**config.mk**
```make
export PLATFORM = sky130hd
export DESIGN_NAME = segmented_lru_replacement
export DESIGN_NICKNAME = d
export VERILOG_FILES = /design/src/design/slru_pkg.sv /design/src/design/slru_ram.sv /design/src/design/segmented_lru_replacement.sv
export SDC_FILE = /design/constraint.sdc
export NUM_CORES = 1
export LEC_CHECK = 0
export ABC_AREA = 0
export BUFFER_PORTS_ARGS = -buffer_cell sky130_fd_sc_hd__buf_2
export CAP_MARGIN = 10
export CORE_AREA = 2 2 338 340
export DETAILED_ROUTE_END_ITERATION = 7
export DIE_AREA = 0 0 340 342
export SLEW_MARGIN = 10
export SYNTH_ARGS = -nofsm -noshare
export SYNTH_HDL_FRONTEND = slang
export SYNTH_SLANG_ARGS = --single-unit
```
**constraint.sdc**
```tcl
create_clock -name clk_i -period 5.55 [get_ports clk_i]
set_input_delay 0.2775 -clock clk_i [delete_from_list [all_inputs] [get_ports clk_i]]
set_output_delay 0.2775 -clock clk_i [all_outputs]
set_load 0.01 [all_outputs]
```
**src/design/slru_pkg.sv**
```systemverilog
package slru_pkg;

  localparam int unsigned Slots = 64;
  localparam int unsigned SlotW = $clog2(Slots);
  localparam int unsigned LinkW = $clog2(Slots + 1);
  localparam logic [LinkW-1:0] NilLink = LinkW'(Slots);
  localparam int unsigned CapW = 7;
  localparam logic [CapW-1:0] CapReset = 7'd64;

  localparam logic [1:0] OP_START  = 2'd0;
  localparam logic [1:0] OP_INSERT = 2'd1;
  localparam logic [1:0] OP_REMOVE = 2'd2;
  localparam logic [1:0] OP_HIT    = 2'd3;

  typedef struct packed {
    logic [1:0] operation;
    logic [5:0] slot;
  } in_item_t;

  typedef struct packed {
    logic [5:0] victim_slot;
    logic       victim_valid;
    logic       segmented;
    logic       error;
  } out_item_t;

endpackage

```
**src/design/slru_ram.sv**
```systemverilog
module slru_ram #(
  parameter int unsigned Width = 1,
  parameter int unsigned Depth = 2
) (
  input  logic                     clk_i,
  input  logic                     we_i,
  input  logic [$clog2(Depth)-1:0] addr_i,
  input  logic [Width-1:0]         wdata_i,
  output logic [Width-1:0]         rdata_o
);

  logic [Width-1:0] mem_q [Depth];

  always_ff @(posedge clk_i) begin
    if (we_i) begin
      mem_q[addr_i] <= wdata_i;
    end
    rdata_o <= mem_q[addr_i];
  end

endmodule

```
**src/design/segmented_lru_replacement.sv**
```systemverilog
// Channel  Dir  Handshake                  Payload
// in       in   in_valid_i / in_ready_o    in_data_i   (operation, slot)
// out      out  out_valid_o / out_ready_i  out_data_o  (victim_slot, victim_valid,
//                                                       segmented, error)
// cfg      in   cfg_valid_i / cfg_ready_o  cfg_data_i  (capacity)
//
// One item at a time; how long each operation takes is set by the single-port prev, next
// and mark memories.
// The insert that reaches capacity also walks the list to split it into segments.
// Reset clears pointers, counts and resident bits; link memories need no clearing pass.
// A result waits in the output register; the next item is accepted meanwhile.
module segmented_lru_replacement (
  input  logic                clk_i,
  input  logic                rst_ni,
  input  logic                in_valid_i,
  output logic                in_ready_o,
  input  slru_pkg::in_item_t  in_data_i,
  output logic                out_valid_o,
  input  logic                out_ready_i,
  output slru_pkg::out_item_t out_data_o,
  input  logic                cfg_valid_i,
  output logic                cfg_ready_o,
  input  logic [6:0]          cfg_data_i
);

  typedef enum logic [18:0] {
    S_IDLE  = 19'h00001,
    S_ST_W  = 19'h00002,
    S_RD    = 19'h00004,
    S_UNLK  = 19'h00008,
    S_PH1   = 19'h00010,
    S_PH2   = 19'h00020,
    S_HB1   = 19'h00040,
    S_HB2   = 19'h00080,
    S_HB3   = 19'h00100,
    S_PB_RD = 19'h00200,
    S_PB_W1 = 19'h00400,
    S_PB_W2 = 19'h00800,
    S_PT_W1 = 19'h01000,
    S_PT_W2 = 19'h02000,
    S_SP1   = 19'h04000,
    S_SP1W  = 19'h08000,
    S_SP2   = 19'h10000,
    S_SP2W  = 19'h20000,
    S_FIN   = 19'h40000
  } state_e;

  localparam int unsigned LW = slru_pkg::LinkW;
  localparam int unsigned SW = slru_pkg::SlotW;
  localparam logic [LW-1:0] NIL = slru_pkg::NilLink;

  state_e state_q, state_d;
  logic [1:0] op_q, op_d;
  logic [SW-1:0] slot_q, slot_d;
  logic err_q, err_d;
  logic sec_q, sec_d;
  logic [LW-1:0] head_q, head_d, tail_q, tail_d, bnd_q, bnd_d;
  logic [LW-1:0] p_q, p_d, iter_q, iter_d;
  logic [6:0] count_q, count_d;
  logic full_q, full_d;
  logic [6:0] cap_q;
  logic [5:0] third_q, cnt_q, cnt_d;
  logic [slru_pkg::Slots-1:0] res_q, res_d;
  logic out_valid_q, out_valid_d;
  slru_pkg::out_item_t out_q, out_d;
  logic [12:0] third_prod;

  logic prev_we, next_we, mark_we;
  logic [SW-1:0] prev_addr, next_addr, mark_addr;
  logic [LW-1:0] prev_wdata, next_wdata, prev_rdata, next_rdata;
  logic mark_wdata, mark_rdata;
  logic [LW-1:0] slot_ext, in_slot_ext;

  slru_ram #(.Width(LW), .Depth(slru_pkg::Slots)) u_prev (
    .clk_i, .we_i(prev_we), .addr_i(prev_addr), .wdata_i(prev_wdata), .rdata_o(prev_rdata)
  );
  slru_ram #(.Width(LW), .Depth(slru_pkg::Slots)) u_next (
    .clk_i, .we_i(next_we), .addr_i(next_addr), .wdata_i(next_wdata), .rdata_o(next_rdata)
  );
  slru_ram #(.Width(1), .Depth(slru_pkg::Slots)) u_mark (
    .clk_i, .we_i(mark_we), .addr_i(mark_addr), .wdata_i(mark_wdata), .rdata_o(mark_rdata)
  );

  assign slot_ext    = LW'(slot_q);
  assign in_slot_ext = LW'(in_data_i.slot);
  assign in_ready_o  = (state_q == S_IDLE);
  assign cfg_ready_o = 1'b1;
  assign out_valid_o = out_valid_q;
  assign out_data_o  = out_q;
  assign third_prod  = 13'(cfg_data_i) * 13'd43;

  always_comb begin
    state_d = state_q;
    op_d = op_q;
    slot_d = slot_q;
    err_d = err_q;
    sec_d = sec_q;
    head_d = head_q;
    tail_d = tail_q;
    bnd_d = bnd_q;
    p_d = p_q;
    iter_d = iter_q;
    count_d = count_q;
    full_d = full_q;
    cnt_d = cnt_q;
    res_d = res_q;
    out_valid_d = out_valid_q;
    out_d = out_q;
    prev_we = 1'b0;
    next_we = 1'b0;
    mark_we = 1'b0;
    prev_addr = slot_q;
    next_addr = slot_q;
    mark_addr = slot_q;
    prev_wdata = NIL;
    next_wdata = NIL;
    mark_wdata = 1'b0;

    if (out_valid_q && out_ready_i) begin
      out_valid_d = 1'b0;
    end

    unique case (state_q)
      S_IDLE: begin
        if (in_valid_i) begin
          op_d = in_data_i.operation;
          slot_d = in_data_i.slot;
          err_d = 1'b0;
          state_d = S_FIN;
          case (in_data_i.operation)
            slru_pkg::OP_START: begin
              res_d = '0;
              res_d[in_data_i.slot] = 1'b1;
              head_d = in_slot_ext;
              tail_d = in_slot_ext;
              bnd_d = NIL;
              count_d = 7'd1;
              full_d = 1'b0;
              state_d = S_ST_W;
            end
            slru_pkg::OP_INSERT: begin
              if (res_q[in_data_i.slot]) begin
                err_d = 1'b1;
              end else begin
                res_d[in_data_i.slot] = 1'b1;
                count_d = count_q + 7'd1;
                if (full_q) begin
                  state_d = (bnd_q == NIL) ? S_PT_W1 : S_PB_RD;
                end else begin
                  state_d = S_PH1;
                end
              end
            end
            slru_pkg::OP_REMOVE: begin
              if (!full_q || !res_q[in_data_i.slot]) begin
                err_d = 1'b1;
              end else if (in_slot_ext == bnd_q && in_slot_ext == tail_q) begin
                err_d = 1'b1;
              end else begin
                res_d[in_data_i.slot] = 1'b0;
                count_d = count_q - 7'd1;
                state_d = S_RD;
              end
            end
            default: begin
              if (!full_q) begin
                err_d = 1'b1;
              end else if (res_q[in_data_i.slot] && in_slot_ext != head_q) begin
                state_d = S_RD;
              end
            end
          endcase
        end
      end
      S_ST_W: begin
        prev_we = 1'b1;
        next_we = 1'b1;
        state_d = S_FIN;
      end
      S_RD: begin
        state_d = S_UNLK;
      end
      S_UNLK: begin
        sec_d = mark_rdata;
        if (prev_rdata != NIL) begin
          next_we = 1'b1;
          next_addr = prev_rdata[SW-1:0];
          next_wdata = next_rdata;
        end else begin
          head_d = next_rdata;
        end
        if (next_rdata != NIL) begin
          prev_we = 1'b1;
          prev_addr = next_rdata[SW-1:0];
          prev_wdata = prev_rdata;
        end else begin
          tail_d = prev_rdata;
        end
        if (bnd_q == slot_ext) begin
          bnd_d = next_rdata;
        end
        state_d = (op_q == slru_pkg::OP_REMOVE) ? S_FIN : S_PH1;
      end
      S_PH1: begin
        prev_we = 1'b1;
        next_we = 1'b1;
        next_wdata = head_q;
        if (op_q == slru_pkg::OP_HIT && sec_q) begin
          mark_we = 1'b1;
        end
        state_d = S_PH2;
      end
      S_PH2: begin
        if (head_q != NIL) begin
          prev_we = 1'b1;
          prev_addr = head_q[SW-1:0];
          prev_wdata = slot_ext;
        end else begin
          tail_d = slot_ext;
        end
        head_d = slot_ext;
        state_d = S_FIN;
        if (op_q == slru_pkg::OP_INSERT) begin
          if (count_q == cap_q) begin
            full_d = 1'b1;
            iter_d = slot_ext;
            cnt_d = '0;
            state_d = S_SP1;
          end
        end else if (sec_q) begin
          state_d = S_HB1;
        end
      end
      S_HB1: begin
        if (bnd_q == NIL) begin
          bnd_d = tail_q;
          state_d = S_HB3;
        end else begin
          prev_addr = bnd_q[SW-1:0];
          state_d = S_HB2;
        end
      end
      S_HB2: begin
        if (prev_rdata != NIL) begin
          bnd_d = prev_rdata;
        end
        state_d = S_HB3;
      end
      S_HB3: begin
        if (bnd_q != NIL) begin
          mark_we = 1'b1;
          mark_addr = bnd_q[SW-1:0];
          mark_wdata = 1'b1;
        end
        state_d = S_FIN;
      end
      S_PB_RD: begin
        prev_addr = bnd_q[SW-1:0];
        state_d = S_PB_W1;
      end
      S_PB_W1: begin
        p_d = prev_rdata;
        prev_we = 1'b1;
        prev_wdata = prev_rdata;
        next_we = 1'b1;
        next_wdata = bnd_q;
        mark_we = 1'b1;
        mark_wdata = 1'b1;
        state_d = S_PB_W2;
      end
      S_PB_W2: begin
        prev_we = 1'b1;
        prev_addr = bnd_q[SW-1:0];
        prev_wdata = slot_ext;
        if (p_q != NIL) begin
          next_we = 1'b1;
          next_addr = p_q[SW-1:0];
          next_wdata = slot_ext;
        end else begin
          head_d = slot_ext;
        end
        bnd_d = slot_ext;
        state_d = S_FIN;
      end
      S_PT_W1: begin
        prev_we = 1'b1;
        prev_wdata = tail_q;
        next_we = 1'b1;
        mark_we = 1'b1;
        mark_wdata = 1'b1;
        state_d = S_PT_W2;
      end
      S_PT_W2: begin
        if (tail_q != NIL) begin
          next_we = 1'b1;
          next_addr = tail_q[SW-1:0];
          next_wdata = slot_ext;
        end else begin
          head_d = slot_ext;
        end
        tail_d = slot_ext;
        bnd_d = slot_ext;
        state_d = S_FIN;
      end
      S_SP1: begin
        if (cnt_q < third_q && iter_q != NIL) begin
          mark_we = 1'b1;
          mark_addr = iter_q[SW-1:0];
          next_addr = iter_q[SW-1:0];
          state_d = S_SP1W;
        end else begin
          bnd_d = iter_q;
          state_d = S_SP2;
        end
      end
      S_SP1W: begin
        iter_d = next_rdata;
        cnt_d = cnt_q + 6'd1;
        state_d = S_SP1;
      end
      S_SP2: begin
        if (iter_q != NIL) begin
          mark_we = 1'b1;
          mark_addr = iter_q[SW-1:0];
          mark_wdata = 1'b1;
          next_addr = iter_q[SW-1:0];
          state_d = S_SP2W;
        end else begin
          state_d = S_FIN;
        end
      end
      S_SP2W: begin
        iter_d = next_rdata;
        state_d = S_SP2;
      end
      S_FIN: begin
        if (!out_valid_q || out_ready_i) begin
          out_d.victim_valid = (tail_q != NIL);
          out_d.victim_slot = (tail_q != NIL) ? tail_q[5:0] : 6'd0;
          out_d.segmented = full_q;
          out_d.error = err_q;
          out_valid_d = 1'b1;
          state_d = S_IDLE;
        end
      end
      default: begin
        state_d = S_IDLE;
      end
    endcase
  end

  always_ff @(posedge clk_i or negedge rst_ni) begin
    if (!rst_ni) begin
      state_q <= S_IDLE;
      head_q <= NIL;
      tail_q <= NIL;
      bnd_q <= NIL;
      count_q <= '0;
      full_q <= 1'b0;
      res_q <= '0;
      out_valid_q <= 1'b0;
      cap_q <= slru_pkg::CapReset;
      third_q <= 6'd21;
    end else begin
      state_q <= state_d;
      head_q <= head_d;
      tail_q <= tail_d;
      bnd_q <= bnd_d;
      count_q <= count_d;
      full_q <= full_d;
      res_q <= res_d;
      out_valid_q <= out_valid_d;
      if (cfg_valid_i) begin
        cap_q <= cfg_data_i;
        third_q <= third_prod[12:7];
      end
    end
  end

  always_ff @(posedge clk_i) begin
    op_q <= op_d;
    slot_q <= slot_d;
    err_q <= err_d;
    sec_q <= sec_d;
    p_q <= p_d;
    iter_q <= iter_d;
    cnt_q <= cnt_d;
    out_q <= out_d;
  end

endmodule

```
### Word-level counts from Yosys, hierarchy flattened

Memories as Yosys holds them, arrays and structs flattened. A register that Yosys moved wholly into a read port is not among the register bits.
Index checks and enable logic that the tools add are counted.

* $add $sub $neg: 3
* $mul: 1
* $lt $le $gt $ge: 3
* equal/unequal tests: 54
* mux-type cells: 103
* bitwise gates (word level): 3
* reduce and logical (&&, ||, !) cells: 36

Operators with widths (number)
* 19-bit one-hot mux with 16 select lines: 1
* 19-bit two-way mux: 12
* 64-bit two-way mux: 3
* 64-bit one-hot mux with 3 select lines: 1
* 7-bit two-way mux: 23
* 7-bit one-hot mux with 5 select lines: 3
* 6-bit two-way mux: 11
* 64-bit bitwise AND: 1
* 64-bit inverter: 1
* 64-bit bitwise OR: 1
* 19-bit one-hot mux with 3 select lines: 1
* 7-bit != test (second input constant): 7
* 7-bit one-hot mux with 6 select lines: 1
* 2-bit != test (second input constant): 16
* 6-bit one-hot mux with 5 select lines: 1
* 1-bit two-way mux: 28
* 7-bit one-hot mux with 4 select lines: 1
* 13-bit two-way mux: 2
* 6-bit one-hot mux with 4 select lines: 1
* 7-bit one-hot mux with 3 select lines: 1
* 19-bit by 1-bit equality test with 1-bit output (second input constant): 1
* 19-bit by 10-bit equality test with 1-bit output (second input constant): 1
* 19-bit by 11-bit equality test with 1-bit output (second input constant): 1
* 19-bit by 12-bit equality test with 1-bit output (second input constant): 1
* 58 further kinds: 83

* register bits: 165
* memory bits (writable): 960
* input bits: 20
* output and inout port bits: 12
* logic and storage cells: 227
* memories: 3

Memory list
* u_next.mem_q: depth 64, width 7, read ports 1, clocked after Yosys merged registers in 1, wr ports 1, RTL line slru_ram.sv:12 `logic [Width-1:0] mem_q [Depth];`
* u_prev.mem_q: depth 64, width 7, read ports 1, clocked after Yosys merged registers in 1, wr ports 1, RTL line slru_ram.sv:12
* u_mark.mem_q: depth 64, width 1, read ports 1, clocked after Yosys merged registers in 1, wr ports 1, RTL line slru_ram.sv:12

### Longest topological paths before layout

* word-level depth: 9
* gate-level depth with buffers: 18
* depth with buffers taken out: 17

### By module

From an unflattened synthesis, not the netlist that was laid out.

* cells, all modules: 3564
* area total of the unflattened synthesis: 49693.9 um^2

By module, submodules not included
* slru_ram at u_next ...: instances 2, cells an instance 1033, area each 17732.0 um^2, seq. area each 13593.0 um^2
* segmented_lru_replacement: instances 1, cells an instance 1255, area each 11222.0 um^2, seq. area each 4334.2 um^2
* slru_ram at u_mark: instances 1, cells an instance 243, area each 3007.9 um^2, seq. area each 1941.9 um^2

### Worst setup path after synthesis

Ideal clock, no wire load.

* kind: flip-flop to flip-flop
* start point: register state_q[10]
* end point: memory u_mark.mem_q[38], enable pin
* library setup time: 303 ps
* data arrival time: 4135 ps
* data required time: 5247 ps
* slack: 1111 ps
* stages on the path, launching flop included: 9
* path buffers: 0
* period minus slack after synthesis: 4439 ps
* path through: dfrtp_1 -> nor4_4 -> nand2_2 -> or3_1 -> o211ai_1 -> nor2_1 -> nor2_1 -> nand3_1 -> nor2_1

* longest elaborated chain between the ends: 5
* elaborated cells on any way between the ends: 11
* those cells by class: eq/ne (6); mux (4); reduce/logical (1)

Ends and longest elaborated chain
* start, declared: RTL line segmented_lru_replacement.sv:52 `state_e state_q, state_d;`
* start signal, assigned: RTL line segmented_lru_replacement.sv:365 `state_q <= state_d;`
* 19-bit by 13-bit equality test with 1-bit output / 19-bit by 11-bit equality test with 1-bit output (equally long branches): RTL line segmented_lru_replacement.sv:123 `unique case (state_q)`
* 2-bit OR reduction (no line)
* 1-bit one-hot mux with 5 select lines: RTL line segmented_lru_replacement.sv:123
* 1-bit two-way mux: RTL line slru_ram.sv:15 `if (we_i) begin`
* 1-bit two-way mux (not written as such): RTL line slru_ram.sv:16 `mem_q[addr_i] <= wdata_i;`
* end, declared: RTL line slru_ram.sv:12

Parallel ways exist; a longest one is shown, timed or not.

### Final worst setup path

* start point: register state_q[10]
* end point: register u_next.rdata_o[3], read port of u_next.mem_q

* longest elaborated chain between the ends: 2
* elaborated cells on any way between the ends: 6
* those cells by class: eq/ne (5); mux (1)

Ends and longest elaborated chain
* 19-bit by 17-bit equality test with 1-bit output, or another cell as far along: RTL line segmented_lru_replacement.sv:123
* 6-bit one-hot mux with 5 select lines (*): RTL line segmented_lru_replacement.sv:123
* end, declared: RTL line slru_ram.sv:9 `output logic [Width-1:0] rdata_o`

Every way passes the cells marked *; elsewhere a longest branch is shown, timed or not.
A chain may end at the register's enable or synchronous reset.

==> results by group <==
Die
  • Starting density of the core: 44.6%
  • IO Pins: 32
  • FP Rows: 124
  • Chip width: 340 microns
  • Total core area: 113000 sq um
  • Die height: 342 microns
  • Die area: 116000 sq um

Clocking
  • TritonCTS Buffers: 117
  • H-Tree Depth: 3
  • Clock Sinks: 1140
  • CTS tree: yes
  • Clock transition at path regs: 0.07 ns
  • Worst-skew pair later-pin latency: 0.76 ns
  • Clock root buffer master: clkbuf_16
  • Longest Clk Path Bufs: 3

GRT
  • First-pass GRT wire length: 219000 microns
  • Aggregate global-route resource usage: 24.7%
  • Grt ovf: 0
  • Vias in the first global route: 33800
  • Initial antenna violation count: 0
  • Pin count of the biggest net entering global routing: 102

Power
  • Tot Pwr: 22.2 mW
  • PwrDens: 389 nW/um^2
  • Leak: 20.7 nW
  • VDD IR max: 0.257 mV

Timing
  • Skew final: 0.0749 ns
  • Setup TNS: 0 ns
  • Final setup viols: 0
  • Fin crit share: 94.8%
  • Max Fclk: 190 MHz
  • Slew margin rel.: 7.70%
  • Min Hold Slack: 0.0602 ns
  • RSZ-0062 raised after global routing: false
  • Hold Fails Final Rpt: 0
  • Minimum clock period: 5.26 ns
  • Slew @ Worst Pin: 1.38 ns
  • Setup ws final: 0.286 ns
  • Max Slew Vio Count: 0

Routing
  • Via Count: 35500
  • Initial DRC Count: 4155
  • Drt pass-1 iters: 8
  • Wire length on met2: 68000 microns
  • Highest routed layer: met4
  • Routed wire length: 146000 microns
  • Remaining antenna violation count: 0
  • DR DRC count: 14
  • WL/cell: 24.5 microns
  • Routed metal-1 wirelength: 62100 microns
  • Avg Vias per Cell: 5.97
  • Metal3 WL: 11800 microns

Final layout
  • Finished Layout Cells: 5948
  • Fin area: 57000 sq um
  • Fill count: 9795
  • Seq. cell area: 33500 sq um
  • Multi-input gate area: 15600 sq um
  • Layout Utilization: 50.4%
  • Final nets: 4406
  • Most frequent cells in the layout: edfxtp_1, nand2_1, nor2_1
  • Share of post-route cells with drive strength above 1: 11.3%
  • Area grow syn2layout: 13.0%
  • Most common cell after layout, fill and taps aside: edfxtp_1

Logic synthesis
  • Area contributors post-synth: edfxtp_1, dfrtp_1, nand2_1, a21oi_1, nand3_1
  • Sequential element share of the synthesized area: 66.4%
  • Yosys top cell area share: 59.5%
  • Yosys cell types: 97
  • Yosys synthesis warning count: 0
  • Fraction of registers with async set or reset after synthesis: 11.1%
  • Post-synth EDFFs: 999
  • Synth area leader: edfxtp_1
  • Mapped Area: 50400 sq um
  • Syn Inst Count: 4259
  • Post-synth top flop: edfxtp_1
  • Register bit total from synthesis: 1140
  • Post-Syn Area per Cell: 11.8 sq um
  • Synth Net Count: 4331

Setup path
  • Critical Path Max Stage Delay: 0.69 ns
  • Setup crit end kind: register
  • Setup CP Type: reg -> reg
  • Worst Path Required: 6.18 ns
  • Crit path arrival time: 5.89 ns
  • CP cell instances: nor4_4 -> nand4_2 -> or3_1 -> inv_2 -> nor4_1 -> o31ai_1 -> and2_4 -> buf_4 -> mux2i_1 -> a2111oi_0 -> and4_1 -> nand4_1
  • Worst-path maximum fanout: 39
  • Critical path's slowest cell: a2111oi_0
  • Top cell family by delay on the critical path: simple AND/OR/NAND/NOR gates
  • Buf+Inv Stages, Crit Path: 2
  • Startpoint types: register

Placed design
  • Place WS: 0.439 ns
  • Post-Place Cells: 5714
  • PortBufs: 30
  • Detail Placement HPWL: 90900 microns
  • Post-DP Area: 53000 sq um
  • GPL Wtd Cong: 0.967

Worst hold path
  • Worst Hold Class: in -> reg

Run status
  • Run status: finished, violations left
  • Failing checks: design-rule violations

Run
  • Max cap viols: 0
layer usage:
metal / GRT usage [%] / vias up
met3: 3.98 / 240
met5: 0 / -
met2: 39.1 / 1634
met4: 8.01 / 0
li1: - / 16000
met1: 34.9 / 17600
path summary, 6_finish.rpt:
| kind | startpoint | endpoint | slack, ns | cells past startpoint |
|---|---|---|---|---|
| worst min register to register | err_q | out_data_o[0] | 0.42 | 0 |
| worst max register to register | state_q[10] | u_next.rdata_o[3] | 0.29 | 12 |
| worst max-delay path | state_q[10] | u_next.rdata_o[3] | 0.29 | 12 |
| worst min-delay path | in_data_i[2] | slot_q[2] | 0.06 | 1 |
| max in group asynchronous | rst_ni | cap_q[1] | 4.26 | 3 |
| min in group asynchronous | rst_ni | res_q[39] | 0.16 | 2 |
synth_stat cells, drive strengths merged, types with 45 or more instances:
cell,number
buf,151
clkbuf,125
ha,45
a21oi,315
o22ai,84
dfrtp,118
mux2i,75
nor2,360
o21ai,73
inv,71
a22oi,63
nand2,777
nand3,310
nor2b,68
edfxtp,999
logic make-up (layout without fill, tap and decap cells):
kind of cell | after synthesis | after routing | share of synthesized area (%)
multiplexers | 91 | 91 | 1.85
AO/OA/AOI/OAI | 844 | 844 | 11.1
other | 1 | 2 | 0.00744
flip-flops | 1140 | 1140 | 66.4
adder cells (fa/ha/maj) | 52 | 52 | 1.39
AND/OR/NAND/NOR | 1748 | 1748 | 15.7
buffers and inverters | 347 | 523 | 3.01
XOR/XNOR | 36 | 36 | 0.625
report_power, final:
| group | leakage (nW) | internal [mW] | total [mW] | switching (mW) |
|---|---|---|---|---|
| combinational | 7.60 | 1.31 | 4.23 | 2.92 |
| sequential | 11.2 | 9.54 | 9.90 | 0.353 |
| clock | 1.89 | 4.57 | 8.03 | 3.45 |
| total | 20.7 | 15.4 | 22.2 | 6.73 |
final cells by class:
| class | count | share of cell area (%) |
|---|---|---|
| Sequential cell | 1140 | 58.7 |
| Multi-Input combinational cell | 2772 | 27.4 |
| Clock buffer | 147 | 5.42 |
| Tap cell | 1512 | 3.32 |
| Timing Repair Buffer | 232 | 3.30 |
| Clock inverter | 73 | 1.42 |
| Inverter | 71 | 0.470 |
| Antenna cell | 1 | 0.00439 |
registers in the layout (all words and copies together), names as in the netlist, 7 cells and up:
signal          cells
count_q             7
cap_q               7
tail_q              7
res_q              64
iter_q              7
p_q                 7
bnd_q               7
u_next.mem_q      448
head_q              7
u_prev.mem_q      448
u_prev.rdata_o      7
state_q            19
u_next.rdata_o      7
out_data_o          9
u_mark.mem_q       64
what timing repair did:
| action | 4_1_cts | 5_1_grt |
|---|---|---|
| endpoints found under the hold margin | 93 | 0 |
| hold buffers | 13 | 0 |
| buffers inserted | 0 | 0 |
| gates resized for setup | 0 | 0 |
Note: power is estimated with default switching activity, not from simulation.
